### config.mk
export PLATFORM = sky130hd
export DESIGN_NAME = mwl_in_queue
export DESIGN_NICKNAME = d
export VERILOG_FILES = /design/src/hdl/mwl_pkg.sv /design/src/hdl/mwl_in_queue.sv
export SDC_FILE = /design/constraint.sdc
export NUM_CORES = 1
export LEC_CHECK = 0
export BUFFER_PORTS_ARGS = -buffer_cell sky130_fd_sc_hd__buf_2
export CORE_MARGIN = 2
export CORE_UTILIZATION = 56
export CTS_CLUSTER_DIAMETER = 40
export DETAILED_ROUTE_END_ITERATION = 12
export PLACE_DENSITY = 0.88
export SYNTH_ARGS = -nofsm -noshare
export SYNTH_HDL_FRONTEND = slang
export SYNTH_SLANG_ARGS = --single-unit
### constraint.sdc
create_clock -name i_clk -period 2.5 [get_ports i_clk]
set_input_delay 0 -clock i_clk [delete_from_list [all_inputs] [get_ports i_clk]]
set_output_delay 0 -clock i_clk [all_outputs]
set_load 0.03 [all_outputs]
### src/hdl/mwl_pkg.sv
// Package for the shortest-window block: sizes, item types, engine states.
// No dependencies; every other file in hdl imports it.
`default_nettype none

package mwl_pkg;

    localparam int WINDOW_DEPTH = 1024;
    localparam int VALUE_W      = 16;
    localparam int THR_W        = 32;
    localparam int ADDR_W       = $clog2(WINDOW_DEPTH);
    localparam int OCC_W        = $clog2(WINDOW_DEPTH + 1);
    localparam int LEN_W        = 11;
    localparam int SUM_W        = VALUE_W + OCC_W;
    localparam int QUEUE_DEPTH  = 4;
    localparam int QPTR_W       = $clog2(QUEUE_DEPTH);
    localparam int QCNT_W       = $clog2(QUEUE_DEPTH + 1);

    typedef struct packed {
        logic [VALUE_W-1:0] value;
        logic               last;
    } t_in_item;

    typedef struct packed {
        logic [LEN_W-1:0] min_length;
        logic             found;
        logic             overflow;
    } t_out_item;

    typedef enum logic [2:0] {
        ST_IDLE,
        ST_EVICT,
        ST_CHECK,
        ST_DROP,
        ST_EMIT
    } t_eng_state;

    function automatic logic [ADDR_W-1:0] addr_inc(input logic [ADDR_W-1:0] a);
        logic [ADDR_W-1:0] r;
        if (a == ADDR_W'(WINDOW_DEPTH - 1)) begin
            r = '0;
        end else begin
            r = a + 1'b1;
        end
        return r;
    endfunction

endpackage

`default_nettype wire

### src/hdl/mwl_in_queue.sv
// Front side: small input queue that takes words from the push port and
// hands them to the engine in order. Depends on mwl_pkg.
`default_nettype none

module mwl_in_queue
    import mwl_pkg::*;
(
    input  wire logic     i_clk,
    input  wire logic     i_rst_n,
    input  wire logic     i_push,
    input  wire t_in_item i_item,
    output logic          o_full,
    input  wire logic     i_pop,
    output logic          o_valid,
    output t_in_item      o_item
);

    t_in_item           r_mem [QUEUE_DEPTH];
    logic [QPTR_W-1:0]  r_head;
    logic [QPTR_W-1:0]  r_tail;
    logic [QCNT_W-1:0]  r_count;
    logic               w_push;
    logic               w_pop;

    assign o_full  = (r_count == QCNT_W'(QUEUE_DEPTH));
    assign o_valid = (r_count != '0);
    assign o_item  = r_mem[r_head];
    assign w_push  = i_push && !o_full;
    assign w_pop   = i_pop && o_valid;

    always_ff @(posedge i_clk) begin
        if (!i_rst_n) begin
            r_head  <= '0;
            r_tail  <= '0;
            r_count <= '0;
        end else begin
            if (w_push) begin
                r_tail <= r_tail + 1'b1;
            end
            if (w_pop) begin
                r_head <= r_head + 1'b1;
            end
            if (w_push && !w_pop) begin
                r_count <= r_count + 1'b1;
            end else if (w_pop && !w_push) begin
                r_count <= r_count - 1'b1;
            end
        end
    end

    always_ff @(posedge i_clk) begin
        if (w_push) begin
            r_mem[r_tail] <= i_item;
        end
    end

endmodule

`default_nettype wire

==> results.sh <==
export IMPL_outcome="finished clean"
export IMPL_rr_worst_depth=8
export IMPL_layout_drive_gt1_share_pct=38.2
export IMPL_post_cts_buffers=0
export IMPL_comb_power_share_pct=29.9
export IMPL_synth_distinct_cells=23
export IMPL_portBuffers=39
export IMPL_diodes=0
export IMPL_seq_area_frac_synth_pct=74.9
export IMPL_antenna_found_initial=0
export IMPL_via_per_inst=5.43
export IMPL_ys_warn_count=0
export IMPL_hold_viol_final=0
export IMPL_timing_rr_end="r_count[2]"
export IMPL_rsz0062_at_grt="no"
export IMPL_relSlewSlack_pct=44.8
export IMPL_crit_arrival_ns=2.51
export IMPL_die_y_um=76.8
export IMPL_skew_ns=0.00495
export IMPL_intPower_mw=2.54
export IMPL_powerDensity_nw_per_um2=1010
export IMPL_p_sw_share_pct=31.2
export IMPL_pwr_share_clk_pct=24.8
export IMPL_maxCapViolations=0
export IMPL_drtPass1Iterations=4
export IMPL_area_growth_syn_to_layout_pct=22.5
export IMPL_cpPeakStageDelay_ns=0.51
export IMPL_coreArea_um2=5110
export IMPL_clk_insertion_delay_late_ns=0.34
export IMPL_ir_drop_mv=0.674
export IMPL_hpwlAfterDp_um=3510
export IMPL_dr_total_vias=1531
export IMPL_min_delay_start="i_pop"
export IMPL_start_util_pct=58.1
export IMPL_layout_common_cells="edfxtp_1 (68), buf_2 (39), dlygate4sd3_1 (18), mux4_2 (16), clkbuf_8 (11)"
export IMPL_die_x_um=76.8
export IMPL_min_delay_path_depth=4
export IMPL_setup_worst_path_end_class="register"
export IMPL_wl_um=5350
export IMPL_setup_tns_final_ns=0
export IMPL_layout_nets=234
export IMPL_worst_pin_slew_ns=0.826
export IMPL_report_final_slew_viol_count=0
export IMPL_clk_path_buf_depth=2
export IMPL_cp_start_kind="register"
export IMPL_syn_inst=137
export IMPL_p_switching_mw=1.15
export IMPL_final_setup_viol_count=0
export IMPL_crit_path_top_delay_cell="dfxtp_1"
export IMPL_leakage_nw=1.30
export IMPL_crit_chain="nor3b_2 -> nor2b_1 -> ha_1 -> inv_1 -> fa_1 -> xor2_1 -> or3_1 -> a21boi_0"
export IMPL_fin_crit_sh_pct=90.3
export IMPL_layout_min_cycle_time_ns=2.26
export IMPL_dieArea_um2=5900
export IMPL_r2r_slack_ns=0.24
export IMPL_ctsResizeCount=0
export IMPL_ys_seq_elements=77
export IMPL_htree_levels=3
export IMPL_post_synth_cell_area_avg_um2=21.7
export IMPL_grt_pass1_wl_um=8380
export IMPL_hold_path_class="input port to register"
export IMPL_tritoncts="built"
export IMPL_syn_area_um2=2970
export IMPL_grt_max_degree=18
export IMPL_max_freq_mhz=443
export IMPL_r2r_start="r_count[0]"
export IMPL_grt_overflow_total=0
export IMPL_drt_iter0_drc=100
export IMPL_clk_root_buffer_cell="clkbuf_8"
export IMPL_routabilityCongestion=0.685
export IMPL_first_global_vias=1677
export IMPL_finish_utilization_pct=71.2
export IMPL_postRouteAntennaNets=0
export IMPL_final_common_cell="edfxtp_1"
export IMPL_cts_sinks=77
export IMPL_wl_per_cell_um=19.0
export IMPL_cts_buffers=9
export IMPL_path_max_fanout=6
export IMPL_io_pin_count=40
export IMPL_grtUsageTotal_pct=19.6
export IMPL_rows=26
export IMPL_postCtsHoldBufs=18
export IMPL_seqPwrFrac_pct=45.2
export IMPL_criticalPathCategory="register to register"
export IMPL_drc=0
export IMPL_path_clk_slew_ns=0.07
export IMPL_required_ns=2.75
export IMPL_syn_nets=164
power by group through the flow:
stage	Sequential [mW]	Clock [mW]	Combinational [mW]
after global placement	1.67	0	1.05
after CTS	1.67	0.936	1.12
after detailed placement	1.70	0	1.09
after global routing	1.68	0.988	1.18
final	1.67	0.916	1.10
after floorplan	1.65	0	0.870
worst max-delay path: cells and delay by family, from the launching register on:
family	cells	cell delay, ns
flip-flops	1	0.51
XOR/XNOR	1	0.17
AO/OA/AOI/OAI	1	0.21
buffers and inverters	1	0.06
AND/OR/NAND/NOR	3	0.62
adder cells (fa/ha/maj)	2	0.60
layer usage:
metal | wire [µm] | GRT usage [%]
met1 | 2060 | 20.9
met3 | 235 | 5.76
met4 | 107 | 9.82
met5 | 0 | 0
met2 | 2940 | 35.2
kinds of logic (layout without fill, tap and decap cells):
group                    count (synthesis)  count (layout)  synth area share, %
AO/OA/AOI/OAI                            4               4                 1.39
XOR/XNOR                                 4               4                 1.18
adder cells (fa/ha/maj)                  6               6                 2.78
buffers and inverters                    9              84                 2.28
flip-flops                              77              77                 74.9
multiplexers                            20              20                 14.0
AND/OR/NAND/NOR                         17              17                 3.46
metrics by stage:
| stage | cell area, µm² | hold WS [ns] | power [mW] | instances | setup WS, ns |
|---|---|---|---|---|---|
| 3_5_place_dp | 3250 | 0.221 | 2.79 | 248 | 0.247 |
| 4_1_cts | 3630 | 0.124 | 3.73 | 282 | 0.224 |
| 5_1_grt | 3630 | 0.122 | 3.85 | 282 | 0.0689 |
| 3_3_place_gp | 3250 | 0.211 | 2.72 | 248 | 0.517 |
| 2_1_floorplan | 2970 | 0.0989 | 2.52 | 137 | 0.351 |
| 6_report | 3630 | 0.139 | 3.69 | 282 | 0.243 |
registers in the layout, indices dropped and copies added (netlist names), named ones only:
signal	cells
r_mem	68
r_tail	2
r_head	2
r_count	3
cell type report:
type	count	area [µm²]
well taps	70	87.6
flip-flops and latches	77	2220
repair buffers	65	435
clock buffers	11	151
inverters	3	11.3
fillers	313	1470
multi-input cells	51	678
clock inverters	5	48.8
synth_stat cells:
library cell | n | share of area [%]
a21boi_0 | 1 | 0.25
and2_1 | 8 | 1.7
buf_12 | 1 | 0.67
buf_2 | 2 | 0.34
buf_6 | 2 | 0.76
clkbuf_1 | 1 | 0.13
dfxtp_1 | 9 | 6.1
edfxtp_1 | 68 | 69
fa_1 | 1 | 0.67
ha_1 | 5 | 2.1
inv_1 | 3 | 0.38
mux2i_1 | 3 | 1.0
mux4_1 | 1 | 0.89
mux4_2 | 16 | 12
nand2_1 | 4 | 0.51
nor2b_1 | 2 | 0.42
nor3b_2 | 1 | 0.42
o21ai_0 | 1 | 0.17
o311ai_2 | 1 | 0.55
o31ai_2 | 1 | 0.42
or3_1 | 2 | 0.42
xnor2_1 | 3 | 0.89
xor2_1 | 1 | 0.30
worst max path at each step:
stage / to / from / slack [ns]
floorplan: r_count[2] / r_count[2] / 0.35
CTS: r_count[2] / r_count[1] / 0.22
global placement: r_count[2] / r_count[1] / 0.52
finish: r_count[2] / r_count[0] / 0.24
detailed placement: r_count[2] / r_count[1] / 0.25
global route: r_count[2] / r_count[0] / 0.07
Power figures use the tool's default switching activity.
